<file path="src/rtl/pogm_pkg.sv">
// ----------------------------------------------------------------------------
// Polygon outline grid marker package
// Widths, codes, payload structs and divider link types shared by the design.
// ----------------------------------------------------------------------------
package pogm_pkg;

	localparam int CoordW   = 32;
	localparam int CellW    = 21;
	localparam int DimW     = 9;
	localparam int MarkW    = 8;
	localparam int IdxW     = 16;
	localparam int CountW   = 17;
	localparam int CellCount = 65536;
	localparam int StepMax  = 65535;
	localparam int RootW    = 33;
	localparam int DvdW     = 37;
	localparam int DvsW     = 25;
	localparam int CwW      = 30;

	localparam logic [DimW-1:0] DimMax = DimW'(256);

	typedef enum logic [1:0] {
		OP_VERTEX    = 2'd0,
		OP_READ_CELL = 2'd1,
		OP_READ_LIST = 2'd2,
		OP_NONE      = 2'd3
	} opcode_t;

	typedef enum logic [2:0] {
		CFG_ORIGIN_X     = 3'd0,
		CFG_ORIGIN_Y     = 3'd1,
		CFG_CELL_SIZE    = 3'd2,
		CFG_GRID_WIDTH   = 3'd3,
		CFG_GRID_HEIGHT  = 3'd4,
		CFG_PADDING_ON   = 3'd5,
		CFG_PADDING_SIZE = 3'd6,
		CFG_MARK_VALUE   = 3'd7
	} cfg_idx_t;

	typedef enum logic [4:0] {
		ST_CLEAR,
		ST_IDLE,
		ST_READ,
		ST_VSTART,
		ST_E_SETUP,
		ST_E_SQU,
		ST_E_SQV,
		ST_E_SUM,
		ST_E_ROOT,
		ST_DIV_GO,
		ST_DIV_WAIT,
		ST_P_POS,
		ST_P_CHK,
		ST_P_DIV,
		ST_P_IDX,
		ST_P_RD,
		ST_P_UPD,
		ST_P_NEXT,
		ST_E_END,
		ST_RESULT
	} state_t;

	typedef enum logic [1:0] {
		DIV_N,
		DIV_QX,
		DIV_QY
	} div_sel_t;

	typedef struct packed {
		opcode_t                  opcode;
		logic signed [CoordW-1:0] vertex_x;
		logic signed [CoordW-1:0] vertex_y;
		logic                     last_vertex;
		logic [IdxW-1:0]          read_index;
	} item_t;

	typedef struct packed {
		logic [MarkW-1:0]  cell_value;
		logic [IdxW-1:0]   occupied_index;
		logic [CountW-1:0] occupied_count;
		logic              polygon_done;
		logic              read_out_of_range;
	} result_t;

	typedef struct packed {
		logic            start;
		logic [DvdW-1:0] dividend;
		logic [DvsW-1:0] divisor;
	} div_req_t;

	typedef struct packed {
		logic            done;
		logic [DvdW-1:0] quotient;
		logic [DvsW-1:0] remainder;
	} div_rsp_t;

endpackage

</file>
<file path="src/rtl/pogm_div.sv">
// ----------------------------------------------------------------------------
// Polygon outline grid marker: shared divider
// Restoring unsigned divider, one quotient bit per cycle.
// ----------------------------------------------------------------------------
module pogm_div (
	input  logic               clk,
	input  logic               arst_n,
	input  pogm_pkg::div_req_t req,
	output pogm_pkg::div_rsp_t rsp
);
	import pogm_pkg::*;

	localparam int CntW = $clog2(DvdW + 1);

	logic            busy_q;
	logic            done_q;
	logic [CntW-1:0] cnt_q;
	logic [DvdW-1:0] quo_q;
	logic [DvsW-1:0] rem_q;
	logic [DvsW-1:0] dvs_q;
	logic [DvsW:0]   shifted;
	logic            fit;
	logic [DvsW-1:0] next_rem;

	// One trial subtraction per cycle.
	always_comb begin
		shifted  = {rem_q, quo_q[DvdW-1]};
		fit      = (shifted >= {1'b0, dvs_q});
		next_rem = fit ? DvsW'(shifted - {1'b0, dvs_q}) : shifted[DvsW-1:0];
	end

	// Sequencing of the bit count.
	always_ff @(posedge clk or negedge arst_n) begin
		if (!arst_n) begin
			busy_q <= 1'b0;
			done_q <= 1'b0;
			cnt_q  <= '0;
		end else begin
			done_q <= 1'b0;
			if (req.start) begin
				busy_q <= 1'b1;
				cnt_q  <= CntW'(DvdW);
			end else if (busy_q) begin
				cnt_q <= cnt_q - CntW'(1);
				if (cnt_q == CntW'(1)) begin
					busy_q <= 1'b0;
					done_q <= 1'b1;
				end
			end
		end
	end

	// Partial remainder and quotient shift register.
	always_ff @(posedge clk) begin
		if (req.start) begin
			quo_q <= req.dividend;
			rem_q <= '0;
			dvs_q <= req.divisor;
		end else if (busy_q) begin
			quo_q <= {quo_q[DvdW-2:0], fit};
			rem_q <= next_rem;
		end
	end

	assign rsp.done      = done_q;
	assign rsp.quotient  = quo_q;
	assign rsp.remainder = rem_q;

endmodule

</file>
<file path="config.mk">
export PLATFORM = sky130hd
export DESIGN_NAME = pogm_div
export DESIGN_NICKNAME = d
export VERILOG_FILES = /design/src/rtl/pogm_pkg.sv /design/src/rtl/pogm_div.sv
export SDC_FILE = /design/constraint.sdc
export NUM_CORES = 1
export LEC_CHECK = 0
export BUFFER_PORTS_ARGS = -buffer_cell sky130_fd_sc_hd__buf_2
export CORE_UTILIZATION = 49
export DETAILED_ROUTE_END_ITERATION = 10
export PLACE_DENSITY = 0.77
export SETUP_SLACK_MARGIN = 0.5
export SYNTH_ARGS = -nofsm -noshare
export SYNTH_HDL_FRONTEND = slang
export SYNTH_SLANG_ARGS = --single-unit
export TNS_END_PERCENT = 20
</file>
<file path="constraint.sdc">
create_clock -name clk -period 2.9 [get_ports clk]
set_input_delay 0.145 -clock clk [delete_from_list [all_inputs] [get_ports clk]]
set_output_delay 0.145 -clock clk [all_outputs]
set_load 0.03 [all_outputs]
</file>
==> results.sh, run 1 <==
export IMPL_muxShareOfSynthArea_pct=8.05
export IMPL_synth_adder_area_share_pct=6.75
export IMPL_tightest_slew_ns=0.603
export IMPL_hold_ws_ns=0.0473
export IMPL_gp_congestion=0.909
export IMPL_synth_edff_count=62
export IMPL_pre_cts_slack_ns=0.0456
export IMPL_numPortBuffers=127
export IMPL_ios=128
export IMPL_fp_dieH_um=106
export IMPL_p_leak_nw=3.01
export IMPL_endpoint="rem_q[0]"
export IMPL_grt_max_degree=56
export IMPL_endpoint_kind="flip-flop"
export IMPL_cts_buffers=9
export IMPL_cts_sinks=95
export IMPL_yosysMostFrequentCell="edfxtp_1"
export IMPL_start_kind="flip-flop"
export IMPL_startpoint="dvs_q[0]"
export IMPL_r2r_end="rem_q[0]"
export IMPL_synthSimpleGateAreaFrac_pct=12.6
export IMPL_min_from="req[45]"
export IMPL_synth_common_cells="edfxtp_1 (62), nand2_1 (42), mux2_2 (37)"
export IMPL_layout_nets=757
export IMPL_reg2reg_from="dvs_q[0]"
export IMPL_status="completed"
export IMPL_rows=37
export IMPL_grt_pass1_wl_mm=20.6
export IMPL_crit_fanout=5
export IMPL_cts_tree="built"
export IMPL_hpwl_mm=8.95
export IMPL_arrival_ns=3.00
export IMPL_rsz0062_at_grt="yes"
export IMPL_synthFlopType="edfxtp_1"
export IMPL_syn_to_final_growth_pct=29.8
export IMPL_grt_overflow_total=0
export IMPL_crit_required_ns=3.21
export IMPL_synthArstFlopShare_pct=8.42
export IMPL_firstDrtPassIters=5
export IMPL_die_area_um2=11200
export IMPL_syn_area_um2=5300
export IMPL_fin_crit_ns=2.68
export IMPL_clk_latency_ns=0.39
export IMPL_synth_top_family_by_area="compound AO/OA/AOI/OAI gates"
export IMPL_tns_ns=0
export IMPL_synth_top_area_share_pct=35.1
export IMPL_gr_usage_all_layers_pct=23.6
export IMPL_yosysUniqueCellTypes=60
export IMPL_drt_wirelength_per_cell_um=16.2
export IMPL_vias=4423
export IMPL_cts_clk_slew_worst_paths_ns=0.10
export IMPL_drc=0
export IMPL_min_delay_path_depth=2
export IMPL_fin_worst_skew_ns=0.0136
export IMPL_timing_reg2reg_setup_slack_ns=0.22
export IMPL_drtIter0Drc=202
export IMPL_htreeDepth=3
export IMPL_slew_violations=0
export IMPL_power_density_nw_per_um2=450
export IMPL_maxCapViolCount=0
export IMPL_final_setup_viol_count=0
export IMPL_ir_worst_vdd_uv=420
export IMPL_synth_xor_area_share_pct=3.47
export IMPL_syn_inst=495
export IMPL_yosysTopAreaCell="edfxtp_1"
export IMPL_finalHoldViolations=0
export IMPL_relSlewSlack_pct=59.8
export IMPL_setup_ws_ns=0.215
export IMPL_nFillCells=811
export IMPL_ys_ff_latch=95
export IMPL_layout_cells_non_filler=805
export IMPL_ant_nets=0
export IMPL_syn_avg_cell_area_um2=10.7
export IMPL_antenna_found_initial=0
export IMPL_netlist_top_cells_area="edfxtp_1 (35%), dfxtp_1 (9.4%), mux2_2 (7.9%)"
export IMPL_synth_compound_area_share_pct=16.0
export IMPL_start_util_pct=50.9
export IMPL_max_freq_ghz=0.373
export IMPL_synth_warnings=0
export IMPL_clk_path_buf_depth=2
export IMPL_p_total_mw=3.10
export IMPL_syn_nets=588
export IMPL_drt_total_wl_mm=13.1
export IMPL_crit_type="reg -> reg"
export IMPL_grt_pass1_vias=4319
export IMPL_ys_seq_area_share_pct=48.3
export IMPL_dp_cells=749
export IMPL_die_w_um=106
export IMPL_cts_root_buf="clkbuf_8"
export IMPL_post_drt_via_cell_ratio=5.49
export IMPL_reg2reg_depth=11
export IMPL_min_period_over_period_pct=92.6
export IMPL_num_antenna_cells=0
export IMPL_min_path_type="in -> reg"
export IMPL_core_area_um2=10400
export IMPL_drive_above_1_share_pct=38.0
[how the worst min path moves through the flow]
stage / end / slack (ns)
after global routing: quo_q[1] / 0.03
after floorplan: busy_q / -0.15
after CTS: quo_q[20] / 0.03
final: quo_q[20] / 0.05
after detailed placement: done_q / -0.005
after global placement: done_q / -0.007
[registers in the layout, summed over array words and instances, names as in the netlist]
register  cells
busy_q        1
cnt_q         6
done_q        1
dvs_q        25
quo_q        37
rem_q        25
[logic make-up after synthesis]
kind of cell / count (synthesis)
muxes: 38
adders and majority gates: 28
DFF: 95
AOI/OAI and AO/OA: 114
and+or+nand+nor: 137
buffers and inverters: 62
xor gates and xnor gates: 21
[final cells by class]
type | instances | area (um2) | area share (%)
clock buffers | 9 | 124 | 1.80
clock inverters | 7 | 63.8 | 0.927
inverters | 37 | 139 | 2.02
multi-input cells | 340 | 2670 | 38.7
flip-flops and latches | 95 | 2560 | 37.2
well taps | 136 | 170 | 2.47
repair buffers | 181 | 1160 | 16.9
[through the flow]
stage / area [um2] / utilization, %
final: 6890 / 66.1
after global routing: 6890 / 66.1
after CTS: 6720 / 64.5
after detailed placement: 6130 / 58.8
after global placement: 6130 / 58.8
after floorplan: 5320 / -
[metal layers]
metal  global-route usage, %  routed length, um  vias to the layer above
met5                       0                  0                        -
met4                    8.93                201                        0
met3                    6.38                729                       20
met2                    38.4               6460                      133
met1                    29.9               5690                     2117
li1                        -                  -                     2153
[cells in the final DEF, fill, tap and decap left out, drive strengths merged, types with 2 or more instances in the layout]
| master | n |
|---|---|
| nor2 | 36 |
| o21a | 3 |
| dfrtp | 8 |
| a311oi | 14 |
| nor4b | 2 |
| o211ai | 5 |
| a211o | 2 |
| xnor2 | 15 |
| buf | 155 |
| nand2b | 10 |
| ha | 27 |
| nor3b | 3 |
| a31oi | 7 |
| nand4 | 5 |
| clkinv | 3 |
| and3 | 5 |
| dfxtp | 25 |
| nor3 | 7 |
| clkbuf | 9 |
| and2 | 3 |
| dlygate4sd3 | 26 |
| mux2 | 37 |
| nand3 | 15 |
| o21ai | 20 |
| or3 | 3 |
| nand2 | 43 |
| a21oi | 34 |
| a21o | 12 |
| o21bai | 2 |
| a211oi | 4 |
| xor2 | 6 |
| edfxtp | 62 |
| nor2b | 3 |
| inv | 40 |
| o32ai | 2 |
| o2111ai | 2 |
| o221ai | 3 |
[worst max-delay path, stage by stage (launching register included)]
cell and delay, ns:
edfxtp_1 0.46, ha_4 0.20, inv_2 0.05, fa_2 0.22, a21oi_4 0.07, o21ai_2 0.16
a211oi_2 0.10, o21a_4 0.25, o2111a_2 0.31, buf_4 0.15, or3_1 0.37, a311oi_2 0.28
[repair_timing]
| item | 4_1_cts | 5_1_grt |
|---|---|---|
| resized for setup | 15 | 24 |
| cloned | 2 | 0 |
| setup buffers | 8 | 4 |
| endpoints found under the setup margin | 26 | 26 |
| endpoints found under the hold margin | 33 | 0 |
| pin swaps | 13 | 11 |
| hold buffers | 26 | 0 |
[power breakdown]
group	internal (mW)	leakage (nW)	switching, mW
Combinational	0.269	1.98	0.365
Clock	0.332	0.0956	0.526
Sequential	1.55	0.933	0.0529
No activity file was read; power rests on OpenSTA's default activity.
==> run 2: changes to the inputs <==
Settings changed: GPL_TIMING_DRIVEN from default to 0, PLACE_DENSITY 0.77 to 0.73.
==> run 2 against run 1 <==
Against the previous run: core utilization up 0.35 points; clock-buffer cell count up 2; design area up 0.53%; largest cell class unchanged; combinational power down 2%; critical path depth up 1; highest routed layer unchanged; flip-flop and latch count unchanged; sequential power about the same.
==> results.sh, run 2 (synthesis gave the netlist of run 1 again) <==
export IMPL_layout_nets=772
export IMPL_fin_worst_skew_ns=0.00835
export IMPL_power_density_nw_per_um2=449
export IMPL_vias=4529
export IMPL_crit_required_ns=3.03
export IMPL_antenna_found_initial=0
export IMPL_status="completed"
export IMPL_reg_top3="quo_q (37), dvs_q (25), rem_q (25)"
export IMPL_clk_latency_ns=0.37
export IMPL_cpPeakStageDelay_ns=0.41
export IMPL_endpoint_kind="flip-flop"
export IMPL_relSlewSlack_pct=46.6
export IMPL_start_kind="flip-flop"
export IMPL_core_area_um2=10400
export IMPL_die_area_um2=11200
export IMPL_multi_input_area_um2=2630
export IMPL_grt_overflow_total=0
export IMPL_numPortBuffers=127
export IMPL_fp_dieH_um=106
export IMPL_rsz0062_at_grt="yes"
export IMPL_drc=0
export IMPL_crit_type="reg -> reg"
export IMPL_drt_wirelength_per_cell_um=16.9
export IMPL_ir_worst_vdd_uv=350
export IMPL_seq_area_um2=2560
export IMPL_layout_common_cells="buf_2 (131), edfxtp_1 (62), nand2_1 (39)"
export IMPL_p_leak_nw=3.04
export IMPL_gr_usage_all_layers_pct=24.8
export IMPL_cts_sinks=95
export IMPL_nFillCells=846
export IMPL_dpl_cell_area_um2=6120
export IMPL_crit_path_top_delay_cell="edfxtp_1"
export IMPL_grt_pass1_vias=4454
export IMPL_clk_path_buf_depth=2
export IMPL_layout_commonest_cell="buf_2"
export IMPL_drtIter0Drc=243
export IMPL_max_freq_ghz=0.366
export IMPL_rows=37
export IMPL_setup_ws_ns=0.169
export IMPL_htreeDepth=3
export IMPL_min_period_over_period_pct=94.2
export IMPL_ant_nets=0
export IMPL_finalHoldViolations=0
export IMPL_crit_chain="inv_1 > ha_2 > inv_2 > fa_2 > a21oi_4 > o21ai_4 > a211oi_4 > o21a_4 > o2111a_2 > nor2_4 > buf_6 > mux2_4"
export IMPL_slew_violations=0
export IMPL_crit_fanout=5
export IMPL_firstDrtPassIters=5
export IMPL_drt_total_wl_mm=13.9
export IMPL_cts_buffers=9
export IMPL_design_area_um2=6920
export IMPL_hpwl_mm=9.61
export IMPL_syn_to_final_growth_pct=30.5
export IMPL_die_w_um=106
export IMPL_grt_max_degree=38
export IMPL_cts_tree="built"
export IMPL_final_setup_viol_count=0
export IMPL_num_antenna_cells=0
export IMPL_gp_congestion=0.896
export IMPL_cts_root_buf="clkbuf_8"
export IMPL_largest_reg_flops=37
export IMPL_start_util_pct=50.9
export IMPL_maxCapViolCount=0
export IMPL_fin_crit_ns=2.73
export IMPL_ios=128
export IMPL_cts_clk_slew_worst_paths_ns=0.09
export IMPL_top_register="quo_q"
export IMPL_drive_above_1_share_pct=36.7
export IMPL_post_drt_via_cell_ratio=5.52
export IMPL_tightest_slew_ns=0.801
export IMPL_pre_cts_slack_ns=-0.434
export IMPL_min_path_type="in -> reg"
export IMPL_arrival_ns=2.86
export IMPL_grt_pass1_wl_mm=21.6
run 2: what timing repair did:
action | CTS | global route
endpoints found under the hold margin | 33 | 0
setup buffers | 11 | 6
gates cloned | 1 | 2
hold buffers | 26 | 0
resized for setup | 15 | 29
setup endpoints to repair | 63 | 63
pin swaps | 10 | 15
run 2: cell type report:
cell class	count	share of cell area [%]
Buffer	25	2.13
Clock buffer	11	1.90
Clock inverter	5	0.850
Inverter	37	2.06
Multi-Input combinational cell	338	38.0
Sequential cell	95	37.0
Tap cell	136	2.46
Timing Repair Buffer	172	15.5
Timing Repair inverter	1	0.108
run 2: path summary, 6_finish.rpt:
path | from | endpoint | slack [ns] | cells after the start
setup / recovery | quo_q[36] | quo_q[0] | 0.17 | 12
hold / removal | req[59] | quo_q[34] | 0.07 | 2
setup reg to reg | quo_q[36] | quo_q[0] | 0.17 | 12
hold reg to reg | rem_q[2] | rem_q[2] | 0.52 | 2
max in group asynchronous | arst_n | cnt_q[0] | 2.59 | 2
min in group asynchronous | arst_n | done_q | 0.14 | 2
run 2: metrics by stage:
step	setup TNS, ns	hold slack (ns)	utilization (%)	total power [mW]	instances
finish	0	0.0655	66.5	3.11	820
global route	0	0.0549	66.5	3.23	820
detailed placement	-16.22	0.00688	58.8	2.19	758
CTS	0	0.0530	64.5	3.11	812
global placement	-13.26	-0.000202	58.8	2.18	758
floorplan	0	-0.151	-	2.01	495
run 2: per-layer routing:
layer  share of wire [%]  GRT usage (%)  wire length (um)  up-vias
met4                 1.7           10.1               233        0
met3                 7.7           6.74              1070       18
li1                    -              -                 -     2171
met2                  50           42.5              6870      190
met1                  41           29.3              5700     2150
met5                   0              0                 0        -
run 2: worst max-delay path: cells and delay by family (launching register included):
kind	cells	cell delay, ns
AO/OA/AOI/OAI	5	0.98
adder cells (fa/ha/maj)	2	0.54
buffers and inverters	3	0.25
flip-flops	1	0.41
multiplexers	1	0.26
AND/OR/NAND/NOR	1	0.06
run 2: power by group:
part	internal (mW)	switching (mW)	leakage, nW	total, mW
logic	0.257	0.365	2.02	0.622
clock network	0.401	0.477	0.0899	0.879
registers	1.55	0.0544	0.933	1.61
total	2.21	0.897	3.04	3.11
==> run 3: changes to the inputs <==
Settings changed: BUFFER_PORTS_ARGS -buffer_cell sky130_fd_sc_hd__buf_2 to -buffer_cell sky130_fd_sc_hd__clkbuf_2, GPL_TIMING_DRIVEN 0 to 1, RECOVER_POWER from default to 25.
==> run 3 against run 2 <==
Against the previous run: sequential power barely moved; worst hold slack barely moved; via count is 4.4% lower; cell count fell by 2.2%; worst setup slack better by 0.057 ns; first-iteration DRC count fell by 23%; flip-flop and latch count unchanged; clock-buffer cell count unchanged; non-clock buffer count down 17; die area did not move; critical path depth unchanged.
==> results.sh, run 3 (synthesis gave the netlist of run 1 again) <==
export IMPL_status="completed"
export IMPL_fin_crit_ns=2.67
export IMPL_arrival_ns=2.94
export IMPL_drc=0
export IMPL_slew_violations=0
export IMPL_cts_sinks=95
export IMPL_met1_length_mm=5.47
export IMPL_p_leak_nw=2.99
export IMPL_drtIter0Drc=188
export IMPL_firstDrtPassIters=4
export IMPL_rows=37
export IMPL_grt_pass1_wl_mm=20.2
export IMPL_top_register="quo_q"
export IMPL_core_area_um2=10400
export IMPL_cts_tree="built"
export IMPL_start_kind="flip-flop"
export IMPL_top_layer="met4"
export IMPL_dp_cells=747
export IMPL_largest_reg_flops=37
export IMPL_numPortBuffers=127
export IMPL_cts_clk_slew_worst_paths_ns=0.09
export IMPL_ir_worst_vdd_uv=341
export IMPL_cts_buffers=9
export IMPL_drive_above_1_share_pct=38.0
export IMPL_reg_top3="quo_q (37), dvs_q (25), rem_q (25)"
export IMPL_grt_max_degree=50
export IMPL_crit_path_top_delay_cell="edfxtp_1"
export IMPL_clk_path_buf_depth=2
export IMPL_rsz0062_at_grt="yes"
export IMPL_met2_length_mm=6.09
export IMPL_fin_worst_skew_ns=0.0114
export IMPL_power_density_nw_per_um2=440
export IMPL_drt_wirelength_per_cell_um=15.7
export IMPL_reg2reg_depth=12
export IMPL_path_delay_family="compound AO/OA/AOI/OAI gates"
export IMPL_post_drt_via_cell_ratio=5.40
export IMPL_maxCapViolCount=0
export IMPL_max_freq_ghz=0.374
export IMPL_ant_nets=0
export IMPL_gr_usage_all_layers_pct=23.1
export IMPL_antenna_found_initial=0
export IMPL_fin_util_pct=66.2
export IMPL_crit_fanout=4
export IMPL_min_path_type="in -> reg"
export IMPL_final_setup_viol_count=0
export IMPL_clk_latency_ns=0.37
export IMPL_die_w_um=106
export IMPL_nFillCells=844
export IMPL_vias=4330
export IMPL_route_met3_wl_um=764
export IMPL_path_depth=12
export IMPL_p_total_mw=3.03
export IMPL_fp_dieH_um=106
export IMPL_tns_ns=0
export IMPL_hpwl_mm=8.93
export IMPL_layout_common_cells="clkbuf_2 (124), edfxtp_1 (62), nand2_1 (40)"
export IMPL_crit_buf_inv=2
export IMPL_htreeDepth=3
export IMPL_grt_overflow_total=0
export IMPL_syn_to_final_growth_pct=30.0
export IMPL_layout_commonest_cell="clkbuf_2"
export IMPL_drt_total_wl_mm=12.6
export IMPL_relSlewSlack_pct=17.2
export IMPL_gp_congestion=0.847
export IMPL_layout_nets=754
export IMPL_grt_pass1_vias=4342
export IMPL_layout_cells_non_filler=802
export IMPL_start_util_pct=50.9
export IMPL_finalHoldViolations=0
export IMPL_crit_required_ns=3.17
export IMPL_min_period_over_period_pct=92.2
export IMPL_tightest_slew_ns=1.24
export IMPL_crit_type="reg -> reg"
export IMPL_crit_chain="ha_2 > inv_2 > fa_2 > a21oi_4 > o21ai_2 > a211oi_2 > o21a_4 > o2111ai_4 > nand2_4 > buf_4 > or3_4 > a311oi_2"
export IMPL_cpPeakStageDelay_ns=0.39
export IMPL_min_delay_path_depth=2
export IMPL_ios=128
export IMPL_pre_cts_slack_ns=0.0817
export IMPL_setup_ws_ns=0.226
export IMPL_die_area_um2=11200
export IMPL_endpoint_kind="flip-flop"
export IMPL_cts_root_buf="clkbuf_8"
export IMPL_num_antenna_cells=0
run 3: repair_timing:
action                                 in CTS  in global routing
pin swaps                                  12                 16
endpoints found under the hold margin      33                  0
hold buffers                               26                  0
setup buffers                               9                  3
gates resized for setup                    22                 32
gates cloned                                1                  0
setup endpoints to repair                  26                 26
run 3: path summary, 6_finish.rpt:
check | startpoint | to | slack [ns]
worst max-delay path | dvs_q[0] | rem_q[13] | 0.23
worst min-delay path | req[53] | quo_q[28] | 0.07
worst max register to register | dvs_q[0] | rem_q[13] | 0.23
worst min register to register | rem_q[2] | rem_q[2] | 0.51
max in group asynchronous | arst_n | cnt_q[1] | 2.37
min in group asynchronous | arst_n | cnt_q[3] | 0.21
run 3: report_power, final:
part	switching, mW	internal, mW	total (mW)	leakage (nW)
registers	0.0569	1.55	1.61	0.933
clock network	0.481	0.320	0.801	0.0841
logic	0.361	0.260	0.622	1.97
run 3: per-stage QoR:
stage                     instance area (um2)  hold slack, ns
after floorplan                          5320          -0.151
after global placement                   6110        0.000223
after detailed placement                 6110         0.00364
after CTS                                6730          0.0447
after global routing                     6890          0.0521
final                                    6890          0.0651
run 3: cell type report:
class                   count  area, um2  share of cell area, %
clock inverters             5       42.5                  0.617
well taps                 136        170                   2.47
multi-input cells         338       2700                   39.2
clock buffers              11        131                   1.91
inverters                  37        139                   2.01
flip-flops and latches     95       2560                   37.2
repair buffers            180       1140                   16.6
run 3: layer usage:
layer / global-route usage, % / vias to the layer above
met5: 0 / -
met4: 10.1 / 0
met3: 5.21 / 20
met2: 39.8 / 136
met1: 27.5 / 2039
li1: - / 2135
